==> src/rtl/core/isld_pkg.sv <==
// Package for the IEC 61131-3 string literal decoder.
// Holds the shared item and result types, character constants and the hex digit helpers.
// No dependencies; the design files use it by scoped names and the testbench imports it.
package isld_pkg;

  // Character constants used by the escape decoder.
  localparam logic [7:0] CH_DOLLAR = 8'h24;  // '$'
  localparam logic [7:0] CH_SQUOTE = 8'h27;  // single quote
  localparam logic [7:0] CH_DQUOTE = 8'h22;  // double quote
  localparam logic [7:0] CH_L      = 8'h6C;  // 'l'
  localparam logic [7:0] CH_N      = 8'h6E;  // 'n'
  localparam logic [7:0] CH_P      = 8'h70;  // 'p'
  localparam logic [7:0] CH_R      = 8'h72;  // 'r'
  localparam logic [7:0] CH_T      = 8'h74;  // 't'
  localparam logic [7:0] CH_NEWLINE   = 8'd10;
  localparam logic [7:0] CH_FORMFEED  = 8'd12;
  localparam logic [7:0] CH_RETURN    = 8'd13;
  localparam logic [7:0] CH_TAB       = 8'd9;

  // Widths of the stream fields.
  localparam int BYTE_W   = 8;
  localparam int STATUS_W = 2;

  // Status reported on the end item.
  typedef enum logic [STATUS_W-1:0] {
    ST_OK        = 2'd0,
    ST_TOO_SHORT = 2'd1,
    ST_MISMATCH  = 2'd2,
    ST_BAD_ESC   = 2'd3
  } status_t;

  // One raw input item.
  typedef struct packed {
    logic [BYTE_W-1:0] in_byte;
    logic              is_last;
  } in_item_t;

  // One result item.
  typedef struct packed {
    logic [BYTE_W-1:0] out_byte;
    logic              end_of_string;
    status_t           status;
  } res_t;

  // True for 0-9, a-f and A-F.
  function automatic logic is_hex(input logic [7:0] c);
    is_hex = (c >= 8'h30 && c <= 8'h39) || (c >= 8'h61 && c <= 8'h66) ||
             (c >= 8'h41 && c <= 8'h46);
  endfunction

  // Value of a hex digit; letters have a low nibble of 1 to 6, so adding nine gives 10 to 15.
  function automatic logic [3:0] hex_val(input logic [7:0] c);
    if (c[6]) begin
      hex_val = c[3:0] + 4'd9;
    end else begin
      hex_val = c[3:0];
    end
  endfunction

endpackage

==> src/rtl/core/isld_in_stage.sv <==
// Input register stage of the string literal decoder.
// Depends on isld_pkg for the input item type.
// Takes one item per cycle while the output side has room, and hands it on when the decode stage advances.
module isld_in_stage (
  input  logic               clk,
  input  logic               rst,
  input  logic               in_valid,
  output logic               in_ready,
  input  isld_pkg::in_item_t in_item,
  input  logic               down_ready,
  output logic               item_valid,
  output logic               advance,
  output isld_pkg::in_item_t item
);

  logic held;

  // The held item moves on whenever the output side can take its result.
  assign advance    = held && down_ready;
  assign in_ready   = !held || down_ready;
  assign item_valid = held;

  // Valid flag and payload register.
  always_ff @(posedge clk) begin
    if (rst) begin
      held <= 1'b0;
    end else if (in_ready) begin
      held <= in_valid;
    end
    if (in_valid && in_ready) begin
      item <= in_item;
    end
  end

endmodule

==> src/rtl/core/isld_decode.sv <==
// Decode stage of the string literal decoder: literal state and escape decoding.
// Depends on isld_pkg for the item and result types and the character helpers.
// Updates its state once for every item that advances and flags whether a result follows.
module isld_decode (
  input  logic               clk,
  input  logic               rst,
  input  logic               step,
  input  isld_pkg::in_item_t item,
  output logic               res_valid,
  output isld_pkg::res_t     res
);

  typedef enum logic [1:0] {
    MODE_PLAIN = 2'd0,
    MODE_ESC   = 2'd1,
    MODE_HEX   = 2'd2
  } esc_mode_t;

  logic       awaiting_open, awaiting_open_next;
  logic [7:0] open_quote, open_quote_next;
  esc_mode_t  escape_mode, escape_mode_next;
  logic [3:0] high_nibble, high_nibble_next;
  logic       escape_error, escape_error_next;
  logic [7:0] c;

  assign c = item.in_byte;

  // Next state and result for the item in the input register.
  always_comb begin
    awaiting_open_next = awaiting_open;
    open_quote_next    = open_quote;
    escape_mode_next   = escape_mode;
    high_nibble_next   = high_nibble;
    escape_error_next  = escape_error;
    res_valid          = 1'b0;
    res                = '0;

    if (awaiting_open) begin
      if (item.is_last) begin
        // A one-byte literal closes at once.
        res_valid         = 1'b1;
        res.end_of_string = 1'b1;
        res.status        = isld_pkg::ST_TOO_SHORT;
        open_quote_next   = '0;
        high_nibble_next  = '0;
        escape_mode_next  = MODE_PLAIN;
        escape_error_next = 1'b0;
      end else begin
        open_quote_next    = c;
        awaiting_open_next = 1'b0;
        escape_mode_next   = MODE_PLAIN;
        escape_error_next  = 1'b0;
      end
    end else if (item.is_last) begin
      // Closing byte: report status in order of precedence, then return to reset state.
      res_valid         = 1'b1;
      res.end_of_string = 1'b1;
      if (!((open_quote == isld_pkg::CH_SQUOTE || open_quote == isld_pkg::CH_DQUOTE) &&
            c == open_quote)) begin
        res.status = isld_pkg::ST_MISMATCH;
      end else if (escape_error || escape_mode == MODE_ESC || escape_mode == MODE_HEX) begin
        res.status = isld_pkg::ST_BAD_ESC;
      end else begin
        res.status = isld_pkg::ST_OK;
      end
      awaiting_open_next = 1'b1;
      open_quote_next    = '0;
      escape_mode_next   = MODE_PLAIN;
      high_nibble_next   = '0;
      escape_error_next  = 1'b0;
    end else if (!escape_error) begin
      case (escape_mode)
        MODE_ESC: begin
          escape_mode_next = MODE_PLAIN;
          res_valid        = 1'b1;
          case (c)
            isld_pkg::CH_DOLLAR: res.out_byte = isld_pkg::CH_DOLLAR;
            isld_pkg::CH_SQUOTE: res.out_byte = isld_pkg::CH_SQUOTE;
            isld_pkg::CH_DQUOTE: res.out_byte = isld_pkg::CH_DQUOTE;
            isld_pkg::CH_L:      res.out_byte = isld_pkg::CH_NEWLINE;
            isld_pkg::CH_N:      res.out_byte = isld_pkg::CH_NEWLINE;
            isld_pkg::CH_P:      res.out_byte = isld_pkg::CH_FORMFEED;
            isld_pkg::CH_R:      res.out_byte = isld_pkg::CH_RETURN;
            isld_pkg::CH_T:      res.out_byte = isld_pkg::CH_TAB;
            default: begin
              res_valid = 1'b0;
              if (isld_pkg::is_hex(c)) begin
                high_nibble_next = isld_pkg::hex_val(c);
                escape_mode_next = MODE_HEX;
              end else begin
                escape_error_next = 1'b1;
              end
            end
          endcase
        end
        MODE_HEX: begin
          escape_mode_next = MODE_PLAIN;
          if (isld_pkg::is_hex(c)) begin
            res_valid    = 1'b1;
            res.out_byte = {high_nibble, isld_pkg::hex_val(c)};
          end else begin
            escape_error_next = 1'b1;
          end
        end
        default: begin
          // Plain text; the unused mode code is treated the same way.
          escape_mode_next = MODE_PLAIN;
          if (c == isld_pkg::CH_DOLLAR) begin
            escape_mode_next = MODE_ESC;
          end else begin
            res_valid    = 1'b1;
            res.out_byte = c;
          end
        end
      endcase
    end
  end

  // Literal state, updated once per advancing item.
  always_ff @(posedge clk) begin
    if (rst) begin
      awaiting_open <= 1'b1;
      open_quote    <= '0;
      escape_mode   <= MODE_PLAIN;
      high_nibble   <= '0;
      escape_error  <= 1'b0;
    end else if (step) begin
      awaiting_open <= awaiting_open_next;
      open_quote    <= open_quote_next;
      escape_mode   <= escape_mode_next;
      high_nibble   <= high_nibble_next;
      escape_error  <= escape_error_next;
    end
  end

endmodule

==> src/rtl/core/isld_out_stage.sv <==
// Output register stage of the string literal decoder.
// Depends on isld_pkg for the result type.
// Holds one result item until the downstream side takes it.
module isld_out_stage (
  input  logic           clk,
  input  logic           rst,
  input  logic           push,
  input  isld_pkg::res_t res_in,
  output logic           up_ready,
  output logic           out_valid,
  input  logic           out_ready,
  output isld_pkg::res_t res_out
);

  // Room for a new result when empty or when the held one leaves this cycle.
  assign up_ready = !out_valid || out_ready;

  always_ff @(posedge clk) begin
    if (rst) begin
      out_valid <= 1'b0;
    end else if (up_ready) begin
      out_valid <= push;
    end
    if (push && up_ready) begin
      res_out <= res_in;
    end
  end

endmodule

==> src/rtl/core/iec_string_literal_decoder.sv <==
// Channel  | Dir | Handshake                | Payload
// s_axis   | in  | s_tvalid / s_tready      | s_tdata = in_byte, s_tlast = is_last
// m_axis   | out | m_tvalid / m_tready      | m_tdata = out_byte, m_tlast = end_of_string,
//          |     |                          | m_tuser = status
//
// One byte is accepted per cycle while the output register has room; a result passes through the
// input register and then the output register before it is presented. Each register holds one item,
// and the literal state is updated in the single decode step between them.
// Reset returns the block to waiting for an opening quote with both registers empty.
// A stall on m_tready backs up through the output register to s_tready in the same cycle.
//
// Top level of the IEC 61131-3 string literal decoder; depends on isld_pkg,
// isld_in_stage, isld_decode and isld_out_stage.
module iec_string_literal_decoder (
  input  logic                          clk,
  input  logic                          rst,
  input  logic                          s_tvalid,
  output logic                          s_tready,
  input  logic [isld_pkg::BYTE_W-1:0]   s_tdata,   // [7:0] in_byte
  input  logic                          s_tlast,   // is_last
  output logic                          m_tvalid,
  input  logic                          m_tready,
  output logic [isld_pkg::BYTE_W-1:0]   m_tdata,   // [7:0] out_byte
  output logic                          m_tlast,   // end_of_string
  output logic [isld_pkg::STATUS_W-1:0] m_tuser    // [1:0] status
);

  isld_pkg::in_item_t in_item;
  isld_pkg::in_item_t item;
  isld_pkg::res_t     res;
  isld_pkg::res_t     res_out;
  logic               item_valid;
  logic               advance;
  logic               res_valid;
  logic               out_room;

  assign in_item.in_byte = s_tdata;
  assign in_item.is_last = s_tlast;

  // Input register.
  isld_in_stage u_in (
    .clk        (clk),
    .rst        (rst),
    .in_valid   (s_tvalid),
    .in_ready   (s_tready),
    .in_item    (in_item),
    .down_ready (out_room),
    .item_valid (item_valid),
    .advance    (advance),
    .item       (item)
  );

  // Decode step and literal state.
  isld_decode u_dec (
    .clk       (clk),
    .rst       (rst),
    .step      (advance),
    .item      (item),
    .res_valid (res_valid),
    .res       (res)
  );

  // Output register.
  isld_out_stage u_out (
    .clk       (clk),
    .rst       (rst),
    .push      (item_valid && res_valid),
    .res_in    (res),
    .up_ready  (out_room),
    .out_valid (m_tvalid),
    .out_ready (m_tready),
    .res_out   (res_out)
  );

  assign m_tdata = res_out.out_byte;
  assign m_tlast = res_out.end_of_string;
  assign m_tuser = res_out.status;

endmodule

==> config.mk <==
export PLATFORM = sky130hd
export DESIGN_NAME = iec_string_literal_decoder
export DESIGN_NICKNAME = d
export VERILOG_FILES = /design/src/rtl/core/isld_pkg.sv /design/src/rtl/core/isld_in_stage.sv /design/src/rtl/core/isld_decode.sv /design/src/rtl/core/isld_out_stage.sv /design/src/rtl/core/iec_string_literal_decoder.sv
export SDC_FILE = /design/constraint.sdc
export NUM_CORES = 1
export LEC_CHECK = 0
export ABC_CLOCK_PERIOD_IN_PS = 2400
export BUFFER_PORTS_ARGS = -buffer_cell sky130_fd_sc_hd__buf_2
export CORE_MARGIN = 3
export CORE_UTILIZATION = 45
export CTS_CLUSTER_SIZE = 14
export DETAILED_ROUTE_END_ITERATION = 10
export PLACE_DENSITY_LB_ADDON = 0.08
export SLEW_MARGIN = 40
export SYNTH_ARGS = -nofsm -noshare
export SYNTH_HDL_FRONTEND = slang
export SYNTH_SLANG_ARGS = --single-unit
==> constraint.sdc <==
create_clock -name clk -period 2.4 [get_ports clk]
set_input_delay 0.36 -clock clk [delete_from_list [all_inputs] [get_ports clk]]
set_output_delay 0.36 -clock clk [all_outputs]
set_load 0.01 [all_outputs]
==> qor.yml, run 1 <==
worst_slack_ns: 0.185
final_worst_clock_skew_ns: 0.00459
first_pass_grt_wire_length_um: 7820
inserted_clock_buffers: 5
cts_hold_repair_buffers: 0
clk-insertion-delay-late_ns: 0.29
die_w_um: 74.8
hpwl_um: 3660
cts.repair_timing.setup_buffer_count: 0
post_synth_inst_count: 215
tritoncts: "yes"
post_drt_wl_per_cell_um: 15.9
synthesis.yosys.warnings: 0
design.core.area_mm2: 0.00444
outcome: "completed"
cap_violations: 0
dieHeight_um: 74.8
layout.filler_cells: 408
synth.yosys.seq_area_share: 0.452
mostFrequentLayoutCell: "nand2_1"
maxSlewViolCount: 0
ant_nets: 0
synth-edff-count: 20
synth_area_per_cell_um2: 9.89
finalPower_uw: 1330
synthesis.nets: 234
postRouteWirelength_um: 4800
rsz_0062_raised_after_global_routing: "no"
fin_util: 0.554
dominantRegCellSynth: "edfxtp_1"
fp-row-count: 24
r2r_slack_ns: 0.18
ir_worst_vdd_uv: 343
grt-ovfl-total: 0
detailedRoute.firstPassIterationCount: 4
clock-root-buffer: "clkbuf_8"
crit_required_ns: 2.46
slew_headroom: 0.659
post_cts_resize_count: 0
synth-seq-cells: 38
netlist_area_mm2: 0.00213
arrival_time_at_the_worst_endpoint_ns: 2.27
route.vias.total: 1733
holdCritPathClass: "primary input to flip-flop"
drc_errors: 0
grt_antenna_before_repair: 0
vias_per_cell: 5.76
clkSinkCount: 38
fin_setup_tns_ns: 0
period_minus_slack_ns: 2.22
number_of_global_route_vias_before_repair: 1638
global_route.usage.total: 0.184
place_area_mm2: 0.00237
max_slew.worst_pin.slew_ns: 0.507
final_nets: 267
ioPinCount: 26
timing.fmax_mhz: 451
floorplan.die_area_mm2: 0.00559
pwr_density_cell_mw_per_mm2: 542
stdcell_area_mm2: 0.00246
synth_cell_types: 56
numPortBuffers: 25
hold_viol: 0
setup.worst_path.class: "flip-flop to flip-flop"
end_kind: "flip-flop"
pin_count_of_the_biggest_net_entering_global_routing: 19
pre_cts_slack_ns: 0.225
cellLeakagePower_uw: 0.000968
gpl.final_weighted_congestion: 0.946
critPathLaunchType: "flip-flop"
worst_path_max_fanout: 7
final_layout_size_suffix_gt1_frac: 0.245
initial_utilization: 0.479
antenna-diode-count: 0
finalCritPeriodShare: 0.923
asyncSetResetFlopFracSynth: 0
clock_tree.buffer_depth: 2
layout_common_cells: "26 x nand2_1, 25 x buf_2, 20 x edfxtp_1, 18 x dfxtp_1, 14 x buf_4"
area.growth.synth_to_final_pct: 15.7
cts.htree.levels: 2
clkSlewWorstSetupHoldPaths_ns: 0.07
timing.final.setup_violations: 0
number_of_design_rule_violations_left_by_the_first_detailed_router_iteration: 212
[Yosys cell counts, types with 2 or more instances]
cell | n | area (um2)
a21oi_1 | 10 | 50.1
a22o_1 | 9 | 78.8
a31oi_1 | 5 | 31.3
a32oi_1 | 2 | 17.5
and2_1 | 3 | 18.8
and3_1 | 2 | 12.5
buf_2 | 6 | 30.0
clkbuf_1 | 4 | 15.0
dfxtp_1 | 18 | 360
edfxtp_1 | 20 | 601
ha_1 | 6 | 75.1
inv_1 | 7 | 26.3
mux2i_1 | 5 | 50.1
nand2_1 | 26 | 97.6
nand2b_1 | 7 | 43.8
nand3_1 | 8 | 40.0
nand3b_1 | 2 | 15.0
nor2_1 | 10 | 37.5
nor2b_1 | 3 | 18.8
nor3_1 | 7 | 35.0
nor3b_1 | 2 | 15.0
nor4_1 | 4 | 25.0
nor4bb_1 | 3 | 30.0
o21a_1 | 4 | 30.0
o21ai_0 | 3 | 15.0
o31ai_1 | 2 | 15.0
or3_1 | 3 | 18.8
or4b_4 | 2 | 27.5
xnor2_1 | 4 | 35.0
xor2_1 | 2 | 17.5
[where the power goes]
group / internal [uW] / leakage [uW] / total (uW) / switching, uW
Sequential: 709 / 0.000343 / 723 / 13.8
Combinational: 67.9 / 0.000580 / 167 / 99.4
Clock: 234 / 0.0000455 / 445 / 211
Total: 1010 / 0.000968 / 1330 / 324
[layer usage]
layer / wire [um] / GRT usage / up-vias
met4: 95 / 0.0593 / 0
li1: - / - / 860
met1: 2210 / 0.257 / 817
met2: 2240 / 0.283 / 45
met5: 0 / 0 / -
met3: 245 / 0.0414 / 11
[flip-flops by register name (all words and copies together) (netlist names)]
name and count:
u_out.res_out 11, u_in.item 9, u_dec.open_quote 8, u_dec.high_nibble 4
u_dec.escape_mode 2, u_dec.awaiting_open 1, u_dec.escape_error 1, u_in.item_valid 1
u_out.out_valid 1
[cells by family (layout without fill, tap and decap cells)]
kind of cell,after synthesis,in the layout,share of synthesized area
AOI/OAI and AO/OA,47,47,0.170
xor gates and xnor gates,6,6,0.0247
adders and majority gates,6,6,0.0353
buffers and inverters,22,56,0.0476
DFF,38,38,0.452
muxes,6,6,0.0288
and+or+nand+nor,90,90,0.242
[through the flow]
| stage | instances | hold slack (ns) |
|---|---|---|
| 3_5_place_dp | 293 | 0.463 |
| 4_1_cts | 301 | 0.235 |
| 6_report | 301 | 0.241 |
| 3_3_place_gp | 293 | 0.459 |
| 5_1_grt | 301 | 0.231 |
| 2_1_floorplan | 215 | 0.428 |
[final timing paths]
path | end | cells after the start | startpoint
setup / recovery | u_out.res_out[6] | 7 | u_in.item[1]
hold / removal | u_in.item[7] | 1 | s_tdata[6]
setup reg to reg | u_out.res_out[6] | 7 | u_in.item[1]
hold reg to reg | u_dec.high_nibble[2] | 2 | u_dec.high_nibble[2]
[worst max-delay path, cell delays in order (launching register included)]
cell      delay, ns
edfxtp_1       0.37
buf_4          0.17
ha_1           0.19
nor3b_2        0.06
or4b_4         0.55
o21bai_4       0.19
nand2b_1       0.07
a221oi_1       0.38
[layout make-up]
cell class                      count  area (um2)  area share
Sequential cell                    38         961       0.390
Clock buffer                        8        90.1      0.0366
Inverter                            9        33.8      0.0137
Tap cell                           52        65.1      0.0264
Multi-Input combinational cell    155        1080       0.439
Timing Repair Buffer               39         230      0.0935
Note: power is estimated with default switching activity, not from simulation.
==> inputs of run 2 (changes only) <==
--- a/config.mk
+++ b/config.mk
@@ -5,6 +5,7 @@
 export SDC_FILE = /design/constraint.sdc
 export NUM_CORES = 1
 export LEC_CHECK = 0
+export ABC_AREA = 1
 export ABC_CLOCK_PERIOD_IN_PS = 2400
 export BUFFER_PORTS_ARGS = -buffer_cell sky130_fd_sc_hd__buf_2
 export CORE_MARGIN = 3
@@ -15,4 +16,5 @@
 export SLEW_MARGIN = 40
 export SYNTH_ARGS = -nofsm -noshare
 export SYNTH_HDL_FRONTEND = slang
+export SYNTH_HIERARCHICAL = 1
 export SYNTH_SLANG_ARGS = --single-unit
==> run 2 against run 1 <==
  * Worst hold slack got worse by 0.0036 ns
  * Synthesized cell count rose by 19%
  * Setup slack got worse by 0.095 ns
  * Final cell count rose by 18%
  * First-iteration DRC count fell by 28%
  * Critical path type unchanged
  * Critical endpoint is now u_out/res_out[0]
  * Largest cell class unchanged
==> qor.yml, run 2 <==
outcome: "completed"
netlist_area_mm2: 0.00211
slew_headroom: 0.641
drc_errors: 0
global_route.usage.total: 0.195
ant_nets: 0
clkSlewWorstSetupHoldPaths_ns: 0.07
p_switching_uw: 362
inserted_clock_buffers: 5
antenna-diode-count: 0
clk-insertion-delay-late_ns: 0.30
first_pass_grt_wire_length_um: 7960
r2r_slack_ns: 0.09
leading_cell_type_by_number_of_instances_after_synthesis: "inv_1"
dieHeight_um: 74.4
p_int_uw: 1080
synthesis.nets: 276
critPathLaunchType: "flip-flop"
setup.worst_path.class: "flip-flop to flip-flop"
synth_area_per_cell_um2: 8.23
post_synth_inst_count: 256
clkSinkCount: 38
maxSlewViolCount: 0
crit_start: "u_in/item[1]"
synth_cell_types: 35
synth.yosys.seq_area_share: 0.456
synth-seq-cells: 38
synth-edff-count: 20
largest_register_ffs: 11
mostFrequentLayoutCell: "inv_1"
place_area_mm2: 0.00237
reg.largest.list: "u_out/res_out (11), u_in/item (9), u_dec/open_quote (8)"
worst_path_max_fanout: 5
synth_top_cells_by_area: "edfxtp_1 29%, dfxtp_1 17%, inv_1 7.7%"
synthesis.yosys.warnings: 6
layout.filler_cells: 417
crit-reg2reg-capture: "u_out/res_out[0]"
number_of_design_rule_violations_left_by_the_first_detailed_router_iteration: 152
largest-register: "u_out/res_out"
clock_power_share: 0.373
fp-row-count: 24
vias_per_cell: 5.15
design.core.area_mm2: 0.00444
period_minus_slack_ns: 2.31
ioPinCount: 26
arrival_time_at_the_worst_endpoint_ns: 2.33
grt-ovfl-total: 0
post_drt_wl_per_cell_um: 14.6
layout_common_cells: "38 x inv_1, 30 x nand2_1, 25 x buf_2, 23 x nor2_1, 20 x edfxtp_1"
clock-root-buffer: "clkbuf_8"
end_kind: "flip-flop"
number_of_global_route_vias_before_repair: 1559
worst_hold_startpoint: "s_tdata[2]"
hold_viol: 0
cellLeakagePower_uw: 0.00117
hpwl_um: 3940
asyncSetResetFlopFracSynth: 0
grt_antenna_before_repair: 0
multi_input_logic_area_mm2: 0.00103
final_nets: 321
timing.final.setup_violations: 0
area.growth.synth_to_final_pct: 25.7
gpl.final_weighted_congestion: 0.861
synth.top_cells.by_count: "43 x inv_1, 35 x nand2_1, 26 x nor2_1, 20 x edfxtp_1"
stdcell_area_mm2: 0.00265
detailedRoute.firstPassIterationCount: 4
cts.htree.levels: 2
fin_setup_tns_ns: 0
ir_worst_vdd_uv: 352
clock_tree.buffer_depth: 2
route.vias.total: 1823
combPwrFrac: 0.122
critical_path.reg2reg.startpoint: "u_in/item[1]"
final_layout_size_suffix_gt1_frac: 0.328
numPortBuffers: 25
synth.top_cell.area_share: 0.285
postRouteWirelength_um: 5170
initial_utilization: 0.474
tritoncts: "yes"
switching_share: 0.250
ff_latch_area_um2: 961
dominantRegCellSynth: "edfxtp_1"
rr_worst_depth: 15
die_w_um: 74.4
cap_violations: 0
floorplan.die_area_mm2: 0.00554
worst_setup_path_endpoint: "u_out/res_out[0]"
crit_required_ns: 2.42
portion_of_total_power_attributed_to_sequential_cells: 0.505
finalCritPeriodShare: 0.963
max_slew.worst_pin.slew_ns: 0.539
pin_count_of_the_biggest_net_entering_global_routing: 13
synthDominantAreaCellType: "edfxtp_1"
pwr_density_cell_mw_per_mm2: 546
cts_hold_repair_buffers: 0
holdCritPathClass: "primary input to flip-flop"
final_worst_clock_skew_ns: 0.00867
timing.fmax_mhz: 433
[run 2: cell types whose count changed after synthesis, sizes merged, moves of 4 or more]
cell    before  now
nor2        10   31
a22o         9    0
nand2b       7    0
o22ai        1    8
buf          9    1
inv          8   49
o21ai        3   14
a21oi       10   21
a31oi        5    1
nand2       26   45
nand3        8   18
nor4         5    1
mux2i        5    0
[run 2: cell type report]
| class | count | share of cell area |
|---|---|---|
| inverter | 50 | 0.0719 |
| timing repair buffer | 42 | 0.108 |
| clock inverter | 3 | 0.0151 |
| tap | 52 | 0.0246 |
| clock buffer | 5 | 0.0260 |
| multi-input combinational | 164 | 0.391 |
| sequential | 38 | 0.363 |
[run 2: cells by family after synthesis]
| logic type | after synthesis | synth area share |
|---|---|---|
| AND/OR/NAND/NOR | 105 | 0.257 |
| buffers and inverters | 54 | 0.0980 |
| XOR/XNOR | 3 | 0.0125 |
| AO/OA/AOI/OAI | 49 | 0.134 |
| adder cells (fa/ha/maj) | 7 | 0.0416 |
| flip-flops | 38 | 0.456 |
[run 2: per-stage QoR]
| step | utilization | total power (uW) | instances | hold WS [ns] | worst slack [ns] |
|---|---|---|---|---|---|
| 2_1_floorplan | - | 836 | 256 | 0.422 | 0.104 |
| 3_3_place_gp | 0.533 | 893 | 339 | 0.455 | 0.152 |
| 3_5_place_dp | 0.533 | 895 | 339 | 0.466 | 0.106 |
| 4_1_cts | 0.557 | 1430 | 347 | 0.227 | 0.0840 |
| 5_1_grt | 0.595 | 1500 | 354 | 0.229 | -0.0199 |
| 6_report | 0.595 | 1450 | 354 | 0.238 | 0.0899 |
[run 2: worst min path at each step]
stage / end / slack [ns] / cells past startpoint
final: u_in/item[3] / 0.24 / 1
after global routing: u_in/item[0] / 0.23 / 1
after CTS: u_in/item[3] / 0.23 / 1
after detailed placement: u_dec/open_quote[1] / 0.47 / 2
after global placement: u_dec/open_quote[5] / 0.46 / 2
after floorplan: u_in/item_valid / 0.42 / 1
[run 2: critical path, cell delays in order, from the launching register on]
cell and delay, ns:
edfxtp_1 0.51, buf_6 0.16, ha_1 0.17, inv_1 0.05
nor2_2 0.13, nand2_4 0.09, nand3_4 0.11, inv_1 0.04
nand2_1 0.05, a21oi_1 0.06, o21ai_1 0.12, nand2_1 0.06
inv_1 0.06, inv_2 0.04, a21oi_4 0.19, clkbuf_16 0.18
[run 2: what timing repair did]
item,in CTS,in global routing
setup buffers,0,6
gates resized for setup,0,27
endpoints found under the setup margin,0,11
[run 2: layer usage]
metal,global-route usage,vias to the layer above,share of wire
met5,0,-,0
met4,0.0711,0,0.020
met1,0.300,834,0.50
met3,0.0419,9,0.046
li1,-,934,-
met2,0.264,46,0.43
[run 2: power groups by stage]
| stage | Clock (uW) | Sequential [uW] | Combinational (uW) |
|---|---|---|---|
| 4_1_cts | 549 | 728 | 152 |
| 2_1_floorplan | 0 | 743 | 93.0 |
| 5_1_grt | 569 | 733 | 196 |
| 3_3_place_gp | 0 | 743 | 150 |
| 3_5_place_dp | 0 | 743 | 151 |
| 6_report | 539 | 730 | 177 |
==> inputs of run 3 (changes only) <==
--- a/config.mk
+++ b/config.mk
@@ -13,6 +13,7 @@
 export CTS_CLUSTER_SIZE = 14
 export DETAILED_ROUTE_END_ITERATION = 10
 export PLACE_DENSITY_LB_ADDON = 0.08
+export RECOVER_POWER = 100
 export SLEW_MARGIN = 40
 export SYNTH_ARGS = -nofsm -noshare
 export SYNTH_HDL_FRONTEND = slang
==> run 3 against run 2 <==
  * Critical path depth unchanged
  * Clock skew about the same
  * Fmax about the same
  * Die area unchanged
  * Final cell count unchanged
  * Power about the same
  * Sequential power about the same
  * Sequential cell count unchanged
  * Global-route usage unchanged
  * Final area down 0.95%
  * Count of clock-buffer cells in the layout unchanged
  * Sequential share of layout area up 0.35 points
  * Largest cell class unchanged
  * Largest power group unchanged
  * Highest routed layer unchanged
==> qor.yml, run 3 (same netlist as run 2, synthesis figures left out) <==
crit_required_ns: 2.42
critical_path.cell_chain: "buf_6 > ha_1 > inv_1 > nor2_2 > nand2_4 > nand3_4 > inv_1 > nand2_1 > a21oi_1 > o21ai_1 > nand2_1 > inv_1 > inv_2 > a21oi_4 > clkbuf_16"
mostFrequentLayoutCell: "inv_1"
clock_tree.buffer_depth: 2
floorplan.die_area_mm2: 0.00554
outcome: "completed"
design.core.area_mm2: 0.00444
fp-row-count: 24
route.vias.total: 1820
cts.htree.levels: 2
post_drt_wl_per_cell_um: 14.7
finalPower_uw: 1450
timing.final.setup_violations: 0
die_w_um: 74.4
arrival_time_at_the_worst_endpoint_ns: 2.33
pre_cts_slack_ns: 0.106
cellLeakagePower_uw: 0.00113
cts_hold_repair_buffers: 0
critPathLaunchType: "flip-flop"
finalCritPeriodShare: 0.963
inserted_clock_buffers: 5
ioPinCount: 26
global_route.usage.total: 0.195
hpwl_um: 3940
grt-ovfl-total: 0
final_nets: 321
stdcell_count: 354
clkSinkCount: 38
ant_nets: 0
maxSlewViolCount: 0
final_worst_clock_skew_ns: 0.00855
stdcell_area_mm2: 0.00262
number_of_design_rule_violations_left_by_the_first_detailed_router_iteration: 153
antenna-diode-count: 0
layout.filler_cells: 426
layout_common_cells: "38 x inv_1, 32 x nand2_1, 23 x nor2_1, 20 x edfxtp_1, 18 x dfxtp_1"
number_of_global_route_vias_before_repair: 1559
clkSlewWorstSetupHoldPaths_ns: 0.07
postRouteWirelength_um: 5190
pwr_density_cell_mw_per_mm2: 551
timing.fmax_mhz: 433
detailedRoute.firstPassIterationCount: 4
hold_viol: 0
dp.cells: 339
gpl.final_weighted_congestion: 0.861
dieHeight_um: 74.4
end_kind: "flip-flop"
vias_per_cell: 5.14
place_area_mm2: 0.00237
clk-insertion-delay-late_ns: 0.30
worst_path_max_fanout: 5
ff_latch_area_um2: 961
final_layout_size_suffix_gt1_frac: 0.275
grt_antenna_before_repair: 0
largest_register_ffs: 11
holdCritPathClass: "primary input to flip-flop"
area.growth.synth_to_final_pct: 24.5
slew_headroom: 0.640
fin_setup_tns_ns: 0
cap_violations: 0
critical-path-slowest-cell: "edfxtp_1"
ir_worst_vdd_uv: 355
timing.critical_path.mode_cell: "inv_1"
initial_utilization: 0.474
multi_input_logic_area_mm2: 0.00103
largest-register: "u_out/res_out"
first_pass_grt_wire_length_um: 7960
tritoncts: "yes"
pin_count_of_the_biggest_net_entering_global_routing: 13
period_minus_slack_ns: 2.31
max_slew.worst_pin.slew_ns: 0.540
numPortBuffers: 25
critical-path-max-stage-delay_ns: 0.52
setup.worst_path.class: "flip-flop to flip-flop"
drc_errors: 0
worst_slack_ns: 0.0898
reg.largest.list: "u_out/res_out (11), u_in/item (9), u_dec/open_quote (8)"
clock-root-buffer: "clkbuf_8"
## run 3: critical path: cells and delay by family (launching register included)
kind	cells	cell delay (ns)
buffers and inverters	6	0.53
AND/OR/NAND/NOR	5	0.44
AO/OA/AOI/OAI	3	0.37
adder cells (fa/ha/maj)	1	0.17
flip-flops	1	0.52
## run 3: routing by layer
layer | global-route usage | vias up | routed length, um | part of all wire
met5 | 0 | - | 0 | 0
met4 | 0.0711 | 0 | 105 | 0.020
met3 | 0.0419 | 9 | 254 | 0.049
met2 | 0.264 | 48 | 2230 | 0.43
met1 | 0.300 | 829 | 2610 | 0.50
li1 | - | 934 | - | -
## run 3: worst paths after layout
path,cells after the start,end,slack [ns],start
worst max-delay path,15,u_out/res_out[0],0.09,u_in/item[1]
worst min-delay path,1,u_in/item[3],0.24,s_tdata[2]
worst max register to register,15,u_out/res_out[0],0.09,u_in/item[1]
worst min register to register,2,u_dec/open_quote[1],0.47,u_dec/open_quote[1]
## run 3: repair_timing
action | in CTS | in global routing
endpoints found under the hold margin | 0 | 0
setup buffers | 0 | 6
gates resized for setup | 0 | 27
endpoints found under the setup margin | 0 | 11
## run 3: report_power, final
group	leakage, uW	internal (uW)	switching, uW
Combinational	0.000725	66.1	108
Clock	0.0000579	306	235
Sequential	0.000345	710	20.0
Total	0.00113	1080	363
## run 3: final cells by class
class / count / share of cell area
tap: 52 / 0.0248
inverter: 50 / 0.0726
multi-input combinational: 164 / 0.393
clock inverter: 3 / 0.0153
timing repair buffer: 42 / 0.102
clock buffer: 5 / 0.0263
sequential: 38 / 0.367
## run 3: stage by stage
step,hold WS (ns),utilization
floorplan,0.422,-
global placement,0.455,0.533
detailed placement,0.466,0.533
CTS,0.227,0.557
global route,0.229,0.590
finish,0.236,0.590
